--- config.mk ---
export PLATFORM = sky130hd
export DESIGN_NAME = elementary_ca_row_generator_core
export DESIGN_NICKNAME = d
export VERILOG_FILES = /design/src/rtl/core/ecarow_pkg.sv /design/src/rtl/core/ecarow_cell.sv /design/src/rtl/core/ecarow_ctrl.sv /design/src/rtl/core/ecarow_obuf.sv /design/src/rtl/core/elementary_ca_row_generator_core.sv
export SDC_FILE = /design/constraint.sdc
export NUM_CORES = 1
export LEC_CHECK = 0
export BUFFER_PORTS_ARGS = -buffer_cell sky130_fd_sc_hd__buf_2
export CAP_MARGIN = 0
export CORE_MARGIN = 2
export CORE_UTILIZATION = 40
export CTS_BUF_LIST = sky130_fd_sc_hd__clkbuf_4 sky130_fd_sc_hd__clkbuf_8
export DETAILED_ROUTE_END_ITERATION = 16
export PLACE_DENSITY = 0.62
export SETUP_SLACK_MARGIN = 0.2
export SYNTH_ARGS = -nofsm -noshare
export SYNTH_HDL_FRONTEND = slang
export SYNTH_SLANG_ARGS = --single-unit
--- constraint.sdc ---
create_clock -name clock -period 8.3 [get_ports clock]
set_clock_uncertainty 0.05 [all_clocks]
set_input_delay 1.66 -clock clock [delete_from_list [all_inputs] [get_ports clock]]
set_output_delay 1.66 -clock clock [all_outputs]
set_load 0.05 [all_outputs]
--- src/rtl/core/ecarow_pkg.sv ---
// Shared types, constants and the rule bank for the elementary CA row generator.
// No dependencies; every other file in rtl/core imports this package.
package ecarow_pkg;

   localparam int ROW_BITS      = 64;   // fixed width of the row field on the ports
   localparam int ROW_WIDTH_DEF = 64;   // default ring length
   localparam int BANK_SIZE     = 9;
   localparam int CSR_DATA_BITS = 16;
   localparam int CSR_IDX_BITS  = 2;

   // configuration register indexes
   localparam logic [CSR_IDX_BITS-1:0] CSR_DEFAULT_RULE    = 2'd0;
   localparam logic [CSR_IDX_BITS-1:0] CSR_FIRST_RULE_TIME = 2'd1;
   localparam logic [CSR_IDX_BITS-1:0] CSR_MIN_RULE_TIME   = 2'd2;

   localparam logic [7:0]  DEFAULT_RULE_RST    = 8'd30;
   localparam logic [15:0] FIRST_RULE_TIME_RST = 16'd100;
   localparam logic [14:0] MIN_RULE_TIME_RST   = 15'd50;

   localparam logic MODE_RESTART = 1'b0;
   localparam logic MODE_STEP    = 1'b1;

   localparam logic [7:0] RULE_BANK [BANK_SIZE] = '{
      8'd30, 8'd57, 8'd18, 8'd90, 8'd129, 8'd130, 8'd131, 8'd132, 8'd133
   };

   typedef struct packed {
      logic                mode;
      logic                seed_single;
      logic [ROW_BITS-1:0] seed_row;
      logic [3:0]          reset_rule_pick;
      logic [3:0]          timed_rule_pick;
      logic [14:0]         rule_time_offset;
   } req_type;

   typedef struct packed {
      logic [ROW_BITS-1:0] row;
      logic [7:0]          current_rule;
      logic                was_reseeded;
      logic                rule_timed_out;
   } rsp_type;

   // what a cell shows its two neighbors
   typedef struct packed {
      logic cur;    // stored bit
      logic mid;    // first new bit ORed with the seed bit
   } cell_link_type;

   // controller to every cell
   typedef struct packed {
      logic       advance;
      logic       load;
      logic       reseed;
      logic [7:0] step_rule;
      logic [7:0] reseed_rule;
   } cell_ctrl_type;

   // picks above the last bank entry saturate to it
   function automatic logic [7:0] bank_rule(input logic [3:0] pick);
      logic [3:0] idx;
      idx = (pick > 4'(BANK_SIZE - 1)) ? 4'(BANK_SIZE - 1) : pick;
      return RULE_BANK[idx];
   endfunction

endpackage

--- src/rtl/core/ecarow_cell.sv ---
// One ring cell: holds its bit, loads its seed bit on a restart, else works out one or two generations.
// Depends on ecarow_pkg.
module ecarow_cell (
   input  logic                      clock,
   input  logic                      reset,
   input  ecarow_pkg::cell_ctrl_type ctrl,
   input  logic                      seed_bit,
   input  ecarow_pkg::cell_link_type left_link,
   input  ecarow_pkg::cell_link_type right_link,
   output ecarow_pkg::cell_link_type link_out,
   output logic                      first_bit,
   output logic                      next_bit
);
   import ecarow_pkg::*;

   logic bit_ff;
   logic bit_in;
   logic second_bit;
   logic self_mid;

   // rule bit index is left + 2*self + 4*right
   assign first_bit  = ctrl.step_rule[{right_link.cur, bit_ff, left_link.cur}];
   assign self_mid   = first_bit | seed_bit;
   assign second_bit = ctrl.reseed_rule[{right_link.mid, self_mid, left_link.mid}];

   assign link_out.cur = bit_ff;
   assign link_out.mid = self_mid;

   always_comb begin
      if (ctrl.load) begin
         bit_in = seed_bit;
      end else if (ctrl.reseed) begin
         bit_in = second_bit;
      end else begin
         bit_in = first_bit;
      end
   end

   assign next_bit = bit_in;

   always_ff @(posedge clock) begin
      if (reset) begin
         bit_ff <= 1'b0;
      end else if (ctrl.advance) begin
         bit_ff <= bit_in;
      end
   end

endmodule

--- src/rtl/core/ecarow_ctrl.sv ---
// Rule and rule-time control: config registers, active rule, row counters.
// Depends on ecarow_pkg.
module ecarow_ctrl (
   input  logic                                  clock,
   input  logic                                  reset,
   input  logic                                  csr_write_en,
   input  logic [ecarow_pkg::CSR_IDX_BITS-1:0]   csr_index,
   input  logic [ecarow_pkg::CSR_DATA_BITS-1:0]  csr_data,
   input  logic                                  accept,
   input  ecarow_pkg::req_type                   req,
   input  logic                                  dead_or_full,
   output ecarow_pkg::cell_ctrl_type             cell_ctrl,
   output logic [7:0]                            rule_next,
   output logic                                  reseeded,
   output logic                                  timed_out
);
   import ecarow_pkg::*;

   logic [7:0]  default_rule_ff;
   logic [15:0] first_rule_time_ff;
   logic [14:0] min_rule_time_ff;

   logic [7:0]  rule_ff;
   logic [15:0] since_ff;
   logic [15:0] until_ff;

   logic [7:0]  rule_in;
   logic [15:0] since_in;
   logic [15:0] until_in;

   logic        step;
   logic [16:0] since_sum;
   logic [15:0] since_sat;
   logic [7:0]  reseed_rule;

   assign step        = (req.mode == MODE_STEP);
   assign reseeded    = step & dead_or_full;
   assign reseed_rule = bank_rule(req.reset_rule_pick);

   // one row made normally, two on a reseed; counter sticks at all ones
   assign since_sum = {1'b0, since_ff} + (reseeded ? 17'd2 : 17'd1);
   assign since_sat = since_sum[16] ? 16'hFFFF : since_sum[15:0];
   assign timed_out = step & (since_sat >= until_ff);

   always_comb begin
      rule_in  = rule_ff;
      since_in = since_sat;
      until_in = until_ff;
      if (!step) begin
         rule_in  = default_rule_ff;
         since_in = '0;
         until_in = first_rule_time_ff;
      end else if (timed_out) begin
         rule_in  = bank_rule(req.timed_rule_pick);
         since_in = '0;
         until_in = {1'b0, min_rule_time_ff} + {1'b0, req.rule_time_offset};
      end else if (reseeded) begin
         rule_in  = reseed_rule;
      end
   end

   assign rule_next = rule_in;

   assign cell_ctrl.advance     = accept;
   assign cell_ctrl.load        = !step;
   assign cell_ctrl.reseed      = reseeded;
   assign cell_ctrl.step_rule   = rule_ff;
   assign cell_ctrl.reseed_rule = reseed_rule;

   always_ff @(posedge clock) begin
      if (reset) begin
         default_rule_ff    <= DEFAULT_RULE_RST;
         first_rule_time_ff <= FIRST_RULE_TIME_RST;
         min_rule_time_ff   <= MIN_RULE_TIME_RST;
      end else if (csr_write_en) begin
         unique case (csr_index)
            CSR_DEFAULT_RULE:    default_rule_ff    <= csr_data[7:0];
            CSR_FIRST_RULE_TIME: first_rule_time_ff <= csr_data;
            CSR_MIN_RULE_TIME:   min_rule_time_ff   <= csr_data[14:0];
            default: ;
         endcase
      end
   end

   always_ff @(posedge clock) begin
      if (reset) begin
         rule_ff  <= DEFAULT_RULE_RST;
         since_ff <= '0;
         until_ff <= FIRST_RULE_TIME_RST;
      end else if (accept) begin
         rule_ff  <= rule_in;
         since_ff <= since_in;
         until_ff <= until_in;
      end
   end

   a_restart_clears: assert property (@(posedge clock) disable iff (reset)
      accept && !step |=> since_ff == '0 && rule_ff == $past(default_rule_ff))
      else $error("restart transaction did not clear the row counter");

   a_timed_clears: assert property (@(posedge clock) disable iff (reset)
      accept && timed_out |=> since_ff == '0)
      else $error("timed rule change did not clear the row counter");

   a_counter_bounded: assert property (@(posedge clock) disable iff (reset)
      accept && step && !timed_out |=> since_ff < until_ff)
      else $error("row counter passed rule time without a rule change");

endmodule

--- src/rtl/core/ecarow_obuf.sv ---
// Two-entry output buffer (output register plus skid) for result transactions.
// Depends on ecarow_pkg.
module ecarow_obuf (
   input  logic                clock,
   input  logic                reset,
   input  logic                in_valid,
   output logic                in_stall,
   input  ecarow_pkg::rsp_type in_data,
   output logic                out_valid,
   input  logic                out_stall,
   output ecarow_pkg::rsp_type out_data
);
   import ecarow_pkg::*;

   logic    out_valid_ff;
   logic    skid_valid_ff;
   rsp_type out_data_ff;
   rsp_type skid_data_ff;
   logic    take;
   logic    put;

   assign in_stall  = skid_valid_ff;
   assign out_valid = out_valid_ff;
   assign out_data  = out_data_ff;
   assign take      = out_valid_ff & ~out_stall;
   assign put       = in_valid & ~skid_valid_ff;

   always_ff @(posedge clock) begin
      if (reset) begin
         out_valid_ff  <= 1'b0;
         skid_valid_ff <= 1'b0;
      end else if (skid_valid_ff) begin
         if (take) begin
            skid_valid_ff <= 1'b0;
         end
      end else if (put) begin
         if (!out_valid_ff || take) begin
            out_valid_ff <= 1'b1;
         end else begin
            skid_valid_ff <= 1'b1;
         end
      end else if (take) begin
         out_valid_ff <= 1'b0;
      end
   end

   always_ff @(posedge clock) begin
      if (skid_valid_ff) begin
         if (take) begin
            out_data_ff <= skid_data_ff;
         end
      end else if (put) begin
         if (!out_valid_ff || take) begin
            out_data_ff <= in_data;
         end else begin
            skid_data_ff <= in_data;
         end
      end
   end

   a_skid_needs_out: assert property (@(posedge clock) disable iff (reset)
      skid_valid_ff |-> out_valid_ff)
      else $error("skid entry held while output register empty");

   a_skid_drains: assert property (@(posedge clock) disable iff (reset)
      skid_valid_ff && take |=> out_valid_ff && !skid_valid_ff)
      else $error("skid entry lost on drain");

   a_out_holds: assert property (@(posedge clock) disable iff (reset)
      out_valid_ff && out_stall |=> out_valid_ff && $stable(out_data_ff))
      else $error("stalled result changed");

endmodule

--- src/rtl/core/elementary_ca_row_generator_core.sv ---
// Top level of the elementary cellular automaton row generator: ring of cells,
// rule control and output buffer. Depends on ecarow_pkg, ecarow_cell, ecarow_ctrl, ecarow_obuf.
//
//   port group   direction   handshake            payload
//   req_*        in          req_valid/req_stall  ecarow_pkg::req_type
//   rsp_*        out         rsp_valid/rsp_stall  ecarow_pkg::rsp_type
//   csr_*        in          csr_write_en         csr_index, csr_data
//
// One transaction per cycle while req_stall is low; each result is registered in the output buffer.
// The loop through the cell ring (one or two generations) and the dead/full
// detect sets the clock path; every row is finished in the accepting cycle.
// Synchronous reset clears the row, counters and buffer, and loads config defaults.
// req_stall rises only when the output register and the skid entry are both full.
module elementary_ca_row_generator_core #(
   parameter int WIDTH = ecarow_pkg::ROW_WIDTH_DEF
) (
   input  logic                                  clock,
   input  logic                                  reset,
   input  logic                                  req_valid,
   output logic                                  req_stall,
   input  ecarow_pkg::req_type                   req_data,
   output logic                                  rsp_valid,
   input  logic                                  rsp_stall,
   output ecarow_pkg::rsp_type                   rsp_data,
   input  logic                                  csr_write_en,
   input  logic [ecarow_pkg::CSR_IDX_BITS-1:0]   csr_index,
   input  logic [ecarow_pkg::CSR_DATA_BITS-1:0]  csr_data
);
   import ecarow_pkg::*;

   logic           accept;
   logic [WIDTH-1:0] seed_vec;
   logic [WIDTH-1:0] first_row;
   logic [WIDTH-1:0] next_row;
   logic           dead_or_full;
   cell_ctrl_type  cell_ctrl;
   cell_link_type  links [WIDTH];
   logic [7:0]     rule_next;
   logic           reseeded;
   logic           timed_out;
   rsp_type        rsp_in;

   assign accept = req_valid & ~req_stall;

   always_comb begin
      if (req_data.seed_single) begin
         seed_vec = '0;
         seed_vec[WIDTH/2] = 1'b1;
      end else begin
         seed_vec = req_data.seed_row[WIDTH-1:0];
      end
   end

   assign dead_or_full = ~|first_row | &first_row;

   for (genvar i = 0; i < WIDTH; i++) begin : g_cell
      localparam int LEFT  = (i == 0) ? WIDTH - 1 : i - 1;
      localparam int RIGHT = (i == WIDTH - 1) ? 0 : i + 1;
      ecarow_cell u_cell (
         .clock      (clock),
         .reset      (reset),
         .ctrl       (cell_ctrl),
         .seed_bit   (seed_vec[i]),
         .left_link  (links[LEFT]),
         .right_link (links[RIGHT]),
         .link_out   (links[i]),
         .first_bit  (first_row[i]),
         .next_bit   (next_row[i])
      );
   end

   ecarow_ctrl u_ctrl (
      .clock        (clock),
      .reset        (reset),
      .csr_write_en (csr_write_en),
      .csr_index    (csr_index),
      .csr_data     (csr_data),
      .accept       (accept),
      .req          (req_data),
      .dead_or_full (dead_or_full),
      .cell_ctrl    (cell_ctrl),
      .rule_next    (rule_next),
      .reseeded     (reseeded),
      .timed_out    (timed_out)
   );

   assign rsp_in.row            = ROW_BITS'(next_row);
   assign rsp_in.current_rule   = rule_next;
   assign rsp_in.was_reseeded   = reseeded;
   assign rsp_in.rule_timed_out = timed_out;

   ecarow_obuf u_obuf (
      .clock     (clock),
      .reset     (reset),
      .in_valid  (req_valid),
      .in_stall  (req_stall),
      .in_data   (rsp_in),
      .out_valid (rsp_valid),
      .out_stall (rsp_stall),
      .out_data  (rsp_data)
   );

   a_accept_fills: assert property (@(posedge clock) disable iff (reset)
      accept |=> rsp_valid)
      else $error("accepted transaction left no result");

   a_restart_flags: assert property (@(posedge clock) disable iff (reset)
      accept && req_data.mode == MODE_RESTART |-> !rsp_in.was_reseeded
         && !rsp_in.rule_timed_out)
      else $error("restart transaction raised a status flag");

   a_stall_when_full: assert property (@(posedge clock) disable iff (reset)
      req_stall |-> rsp_valid)
      else $error("input stalled with no result waiting");

endmodule
; ---- Yosys cells after proc, flatten, opt, wreduce, memory -nomap -nowiden
; Memories as Yosys holds them, arrays and structs flattened.
; Cells that the tools add are included.
[totals]
ram_bits = 0
mem_count = 2
wordCells = 723
rom_bits = 256
output_inout_bits = 76
input_bits = 112
latchBits = 0
register_bits = 293
[classes]
n_eq_ne = 5
n_reduce_logical = 16
multipliers = 0
shifts = 0
n_mux = 411
div_mod_pow = 0
n_lt_le_gt_ge = 133
add_sub_neg = 2
bitwise_logic = 74
[mem_list]
columns = memory, depth, word_bits, read_ports, rd_clocked_by_memory_dff, write_ports, line_no
row1 = (name not given), 16, 8, 1, 0, 0, ecarow_pkg.sv:62  ; return RULE_BANK[idx];
row2 = (name not given), 16, 8, 1, 0, 0, ecarow_pkg.sv:62
[op_table]
columns = op, n
row1 = $lt A3 B4 Y1 const B, 128
row2 = $bmux W1 S3, 128
row3 = $mux W74, 4
row4 = $mux W1, 263
row5 = $mux W16, 5
row6 = $or A1 B1 Y1, 65
row7 = $mux W64, 1
row8 = $reduce_and A64 Y1, 1
row9 = $reduce_or A64 Y1, 1
row10 = $mux W8, 7
row11 = $add A16 B17 Y17, 1
row12 = $add A15 B15 Y16, 1
row13 = $ge A16 B16 Y1, 1
row14 = $ge A5 B5 Y1 const B, 2
row15 = $not A4 Y5, 2
row16 = $reduce_and A3 Y1, 3
row17 = $gt A4 B4 Y1 const B, 2
row18 = $mux W4, 2
row19 = $reduce_and A2 Y1, 4
row20 = $reduce_bool A2 Y1, 3
row21 = $and A1 B1 Y1, 4
row22 = $ne A2 B1 Y1 const B, 2
row23 = $not A1 Y1, 3
row24 = $eq A2 B1 Y1 const B, 1
row25 = 6 further kinds, 7

; ---- Depth between registers and ports, before layout
[logic_depth]
depth_word = 16
ltp_mapped = 35
depth_no_buf = 29

; ---- Cells and area by module
; A second synthesis with hierarchy kept.
[unflattened]
hier_cells = 2323
area_unflattened_um2 = 25584.5
[by_module_without_submodules]
columns = mod, instances, cells_each, seq_area_each_um2, area_each_um2
row1 = ecarow_cell, 64, 20, 20.0, 220.2
row2 = ecarow_obuf, 1, 243, 4484.3, 5502.8
row3 = ecarow_ctrl, 1, 685, 1581.5, 5281.3
row4 = elementary_ca_row_generator_core, 1, 115, 0.0, 706.9

; ---- Least setup slack after synthesis
; OpenSTA, ideal clock, no wires.
[synth_timing]
path_type = register -> register
start = register g_cell[62].u_cell.bit_ff
end = register u_obuf.out_data_ff (netlist bit u_obuf.out_data[6]), data pin
required_ns = 7.990
setup_ns = 0.260
stages_incl_launch_ff = 34
t_arrival_ns = 7.371
path_buffers = 5
period_less_slack_ns = 7.680
path_slack_ns = 0.620
path_cell_list = dfxtp_1 > clkbuf_1 > mux4_2 > mux2_2 > nand2b_1 > or4b_1 > nor3_1 > nand4_1 > o21ai_2 > buf_4 > buf_2 > nand2_1 > ha_1 > fa_1 > and3_1 > and3_1 > and3_1 > and3_1 > clkbuf_1 > and4_1 > nand4_1 > clkbuf_1 > nand2_1 > ha_1 > a21o_1 > a211o_1 > a2111oi_0 > o211ai_1 > and2_1 > nand2_1 > inv_1 > nand2_1 > o211ai_1 > mux2_2
[synth_via]
elab_chain_len = 16
word_cells_on_any_way = 22
classes_between = 1 x add/sub / 1 x order compare / 14 x mux / 3 x bitwise / 3 x reduce/logical
[synth_lines]
columns = element, line_no
row1 = start: declaration, ecarow_cell.sv:16  ; logic bit_ff;
row2 = start signal: assignment, ecarow_cell.sv:45  ; bit_ff <= bit_in;
row3 = $bmux W1 S3, ecarow_cell.sv:22  ; assign first_bit = ctrl.step_rule[{right_link.cur, bit_ff, left_link.cur}];
row4 = $mux W1 (not written as such), ecarow_cell.sv:22
row5 = $reduce_or A64 Y1, elementary_ca_row_generator_core.sv:54  ; assign dead_or_full = ~|first_row | &first_row;
row6 = $logic_not A1 Y1, elementary_ca_row_generator_core.sv:54
row7 = $or A1 B1 Y1 *, elementary_ca_row_generator_core.sv:54
row8 = $and A1 B1 Y1 *, ecarow_ctrl.sv:37  ; assign reseeded = step & dead_or_full;
row9 = $mux W2 *, ecarow_ctrl.sv:41  ; assign since_sum = {1'b0, since_ff} + (reseeded ? 17'd2 : 17'd1);
row10 = $add A16 B17 Y17 *, ecarow_ctrl.sv:41
row11 = (+2 left out), -
row12 = $and A1 B1 Y1 *, ecarow_ctrl.sv:43  ; assign timed_out = step & (since_sat >= until_ff);
row13 = net timed_out, elementary_ca_row_generator_core.sv:40  ; logic timed_out;
row14 = $mux W8 *, ecarow_ctrl.sv:53  ; end else if (timed_out) begin
row15 = $mux W8 *, ecarow_ctrl.sv:49  ; if (!step) begin
row16 = net rule_next[4], elementary_ca_row_generator_core.sv:38  ; logic [7:0] rule_next;
row17 = $mux W74 *, ecarow_obuf.sv:53  ; if (!out_valid_ff || take) begin
row18 = $mux W74 *, ecarow_obuf.sv:52  ; end else if (put) begin
row19 = $mux W74 *, ecarow_obuf.sv:48  ; if (skid_valid_ff) begin
row20 = end signal: assignment, ecarow_obuf.sv:50  ; out_data_ff <= skid_data_ff;
row21 = end signal: assignment, ecarow_obuf.sv:54  ; out_data_ff <= in_data;
row22 = end: declaration, ecarow_obuf.sv:17  ; rsp_type out_data_ff;
; The timed path passes the listed nets; every way through them passes the cells marked *. The select of a mux whose other input is x is not followed.
; A chain may end at the register's enable or synchronous reset.

; ---- Worst setup path after layout
[layout_timing]
start = register g_cell[13].u_cell.bit_ff
end = register u_obuf.out_data_ff (netlist bit u_obuf.out_data[9]), data pin
[layout_via]
elab_chain_len = 16
word_cells_on_any_way = 22
classes_between = 1 x add/sub / 1 x order compare / 14 x mux / 3 x bitwise / 3 x reduce/logical
[layout_lines]
columns = element, line_no
row1 = start: declaration, ecarow_cell.sv:16
row2 = start signal: assignment, ecarow_cell.sv:45
row3 = $bmux W1 S3, ecarow_cell.sv:22
row4 = $mux W1 (not written as such), ecarow_cell.sv:22
row5 = $reduce_or A64 Y1, elementary_ca_row_generator_core.sv:54
row6 = $logic_not A1 Y1, elementary_ca_row_generator_core.sv:54
row7 = $or A1 B1 Y1 *, elementary_ca_row_generator_core.sv:54
row8 = $and A1 B1 Y1 *, ecarow_ctrl.sv:37
row9 = $mux W2, ecarow_ctrl.sv:41
row10 = $add A16 B17 Y17, ecarow_ctrl.sv:41
row11 = $mux W16, ecarow_ctrl.sv:42  ; assign since_sat = since_sum[16] ? 16'hFFFF : since_sum[15:0];
row12 = $ge A16 B16 Y1, ecarow_ctrl.sv:43
row13 = $and A1 B1 Y1, ecarow_ctrl.sv:43
row14 = $mux W8 *, ecarow_ctrl.sv:53
row15 = $mux W8 *, ecarow_ctrl.sv:49
row16 = $mux W74 *, ecarow_obuf.sv:53
row17 = $mux W74 *, ecarow_obuf.sv:52
row18 = $mux W74 *, ecarow_obuf.sv:48
; Mark *: on every way between the ends. The rest lies on a longest branch, timed or not. The select of a mux whose other input is x is not followed.

==> reports/results.txt <==
CTS tree: built
P per Cell Area: 202 nW/um2
final slew viol count: 0
yosys warns: 0
gr usage total: 30.0%
Area Overhead vs Synth: 11.7%
WL/cell: 26.2 um
Die Span X: 245 um
total core area: 57500 um2
CP Max Fanout: 5
final setup fails: 0
port buffer count: 187
drt drc: 0
Post-synth EDFFs: 148
top_reg_cell synth: edfxtp_1
antenna violations before repair: 0
total CTS buffers: 54
Commonest cells post-synth: nand2_1, clkbuf_1, nor2_1
I/O pins: 188
clk slew on worst S/H paths: 0.07 ns
Die Area: 59900 um2
drt first pass iters: 8
Multi-input gate area: 14300 um2
Synth Cell Area: 23200 um2
Core Rows: 88
startpoint class of the critical path: flip-flop
Worst setup startpoint: g_cell[13].u_cell.bit_ff
RePlAce Congestion: 0.981
gr ovfl total: 0
largest net degree at the start of global routing: 131
final period utilization: 93.6%
Worst Tran Pin Value: 1.39 ns
post-DP HPWL: 64800 um
# clock sinks: 293
status: completed
vias in the first global route: 21.3k
Max Fclk: 129 MHz
worst min path class: reg -> reg
Layout fillers: 5656
Post-CTS Hold Fix Bufs: 0
final wirelength: 92300 um
Critical Path End Type: flip-flop
final hold slack: 0.408 ns
post-synthesis sequential area ratio: 31.7%
MaxCap Viol Count: 0
Die H: 245 um
Leakage: 0.00943 uW
WP data arrival: 8.14 ns
H-tree levels: 2
Clock Path Buffers: 3
Post-DRT Antenna Nets: 0
Register Area: 7380 um2
Yosys top cell area share: 19.2%
DR vias/cell: 6.49
share of layout cells above drive strength 1: 22.1%
Period minus WS final: 7.77 ns
most common cell in the synthesized netlist: nand2_1
Starting Density: 40.3%
Worst Path Required: 8.67 ns
Hold Violations, Final: 0
Hold Crit Start: u_ctrl.until_ff[1]
total design power: 5250 uW
Yosys top cell by area: edfxtp_1
relative slew slack: 6.74%
Post-Syn Area per Cell: 8.60 um2
Nets: 2861
top cells by area, synth: edfxtp_1, dfxtp_1, mux4_2
root buf cell: clkbuf_8
FFs w/ async S/R, synth: 0%
Synth Instances: 2695
Max VDD drop: 0.166 mV
DRT iter0 DRCs: 3453
clk_lat worst skew: 0.67 ns
RR Startpoint: g_cell[13].u_cell.bit_ff
RSZ-0062 raised after global routing: no
number of synthesized register bits: 293
setup tns final: 0 ns
total nets after synthesis: 2850
critical path class: reg -> reg
Cell variety after synth: 84
first-pass GRT wire length: 137000 um
routed via count: 22.8k
-- cell usage in the layout (no fill, tap or decap), drive strengths merged, types with 6 or more instances in the layout --
cell type / count
a21oi: 239
a21boi: 10
a21o: 14
o32ai: 50
buf: 277
o221ai: 11
nand2: 386
inv: 94
a311oi: 24
mux2i: 94
o22ai: 15
o311ai: 12
o211ai: 58
nor4: 16
and3: 9
dfxtp: 145
nor2b: 40
edfxtp: 148
nor2: 257
a2111oi: 12
nor3: 30
a31oi: 29
nand4: 19
clkinv: 15
clkbuf: 78
a211oi: 68
a211o: 8
o21ai: 129
ha: 41
mux4: 124
and2: 13
o211a: 22
mux2: 21
a22oi: 9
xnor2: 15
o31ai: 60
nand2b: 19
nand3: 50
or2: 6
-- what timing repair did --
item	in CTS	in global routing
buffers inserted	0	1
setup endpoints to repair	12	54
resized for setup	3	24
pin swaps	0	1
-- worst max-delay path, stage by stage, from the launching register on --
cell	delay, ns
dfxtp_1	0.60
mux4_2	0.57
mux2i_2	0.45
nand4_1	0.26
nor4_1	0.36
and3_1	0.21
nand4_1	0.18
o21ai_4	0.16
nand2_1	0.14
ha_1	0.23
fa_1	0.41
and3_1	0.24
and3_1	0.24
and3_1	0.24
and3_1	0.25
and4_1	0.26
nand4_1	0.18
o21ai_0	0.18
ha_1	0.23
a21o_1	0.16
a21o_1	0.17
a21o_1	0.19
a2111oi_1	0.40
o211ai_1	0.18
and2_2	0.25
nand2_1	0.11
nor3_1	0.10
o41ai_2	0.50
-- sequential cells by signal, indices dropped and copies added (netlist names) --
| signal | cells |
|---|---|
| g_cell.u_cell.bit_ff | 64 |
| u_ctrl.default_rule_ff | 8 |
| u_ctrl.first_rule_time_ff | 16 |
| u_ctrl.min_rule_time_ff | 15 |
| u_ctrl.rule_ff | 8 |
| u_ctrl.since_ff | 16 |
| u_ctrl.until_ff | 16 |
| u_obuf.in_stall | 1 |
| u_obuf.out_data | 74 |
| u_obuf.out_valid | 1 |
| u_obuf.skid_data_ff | 74 |
-- kinds of logic (layout without fill, tap and decap cells) --
group	after synthesis	count (layout)	synth area share (%)
flops	293	293	31.7
fa+ha+maj	43	43	2.39
mux	239	239	17.2
compound gates	816	816	24.5
other cells	0	1	0
xor+xnor	20	20	0.755
simple gates	871	871	16.4
buf+inv	413	468	7.07
-- per-layer routing --
metal | vias up | wire, um | global-route usage [%]
li1 | 10100 | - | -
met1 | 10900 | 35600 | 39.6
met2 | 1547 | 40500 | 46.2
met3 | 302 | 10700 | 6.56
met4 | 0 | 5470 | 15.7
met5 | - | 0 | 0
-- final cells by class --
| cell class | count | area share (%) |
|---|---|---|
| diodes | 1 | 0.00966 |
| clock buffers | 78 | 3.76 |
| inverters | 91 | 1.32 |
| clock inverters | 22 | 0.705 |
| multi-input cells | 1989 | 55.4 |
| repair buffers | 277 | 6.68 |
| well taps | 765 | 3.69 |
| flip-flops and latches | 293 | 28.5 |
-- report_power, final --
| group | switching, uW | leakage [uW] | total (uW) | internal, uW |
|---|---|---|---|---|
| sequential | 127 | 0.00258 | 1780 | 1650 |
| clock | 680 | 0.000607 | 1510 | 825 |
| combinational | 1290 | 0.00624 | 1960 | 673 |
| total | 2100 | 0.00943 | 5250 | 3150 |
-- per-stage QoR --
stage / instances / cell area (um2) / utilization, % / worst slack (ns)
2_1_floorplan: 2695 / 23200 / - / 0.620
3_3_place_gp: 3414 / 24600 / 42.9 / 0.187
3_5_place_dp: 3414 / 24600 / 42.9 / 0.0521
4_1_cts: 3514 / 25800 / 44.9 / 0.201
5_1_grt: 3515 / 25900 / 45.1 / 0.191
6_report: 3516 / 25900 / 45.1 / 0.532
-- final timing paths --
check                  endpoint  slack (ns)  cells past startpoint
max          u_obuf.out_data[9]        0.53                     27
max reg2reg  u_obuf.out_data[9]        0.53                     27
min          u_ctrl.until_ff[1]        0.41                      2
min reg2reg  u_ctrl.until_ff[1]        0.41                      2
(Power assumes the default switching activity.)
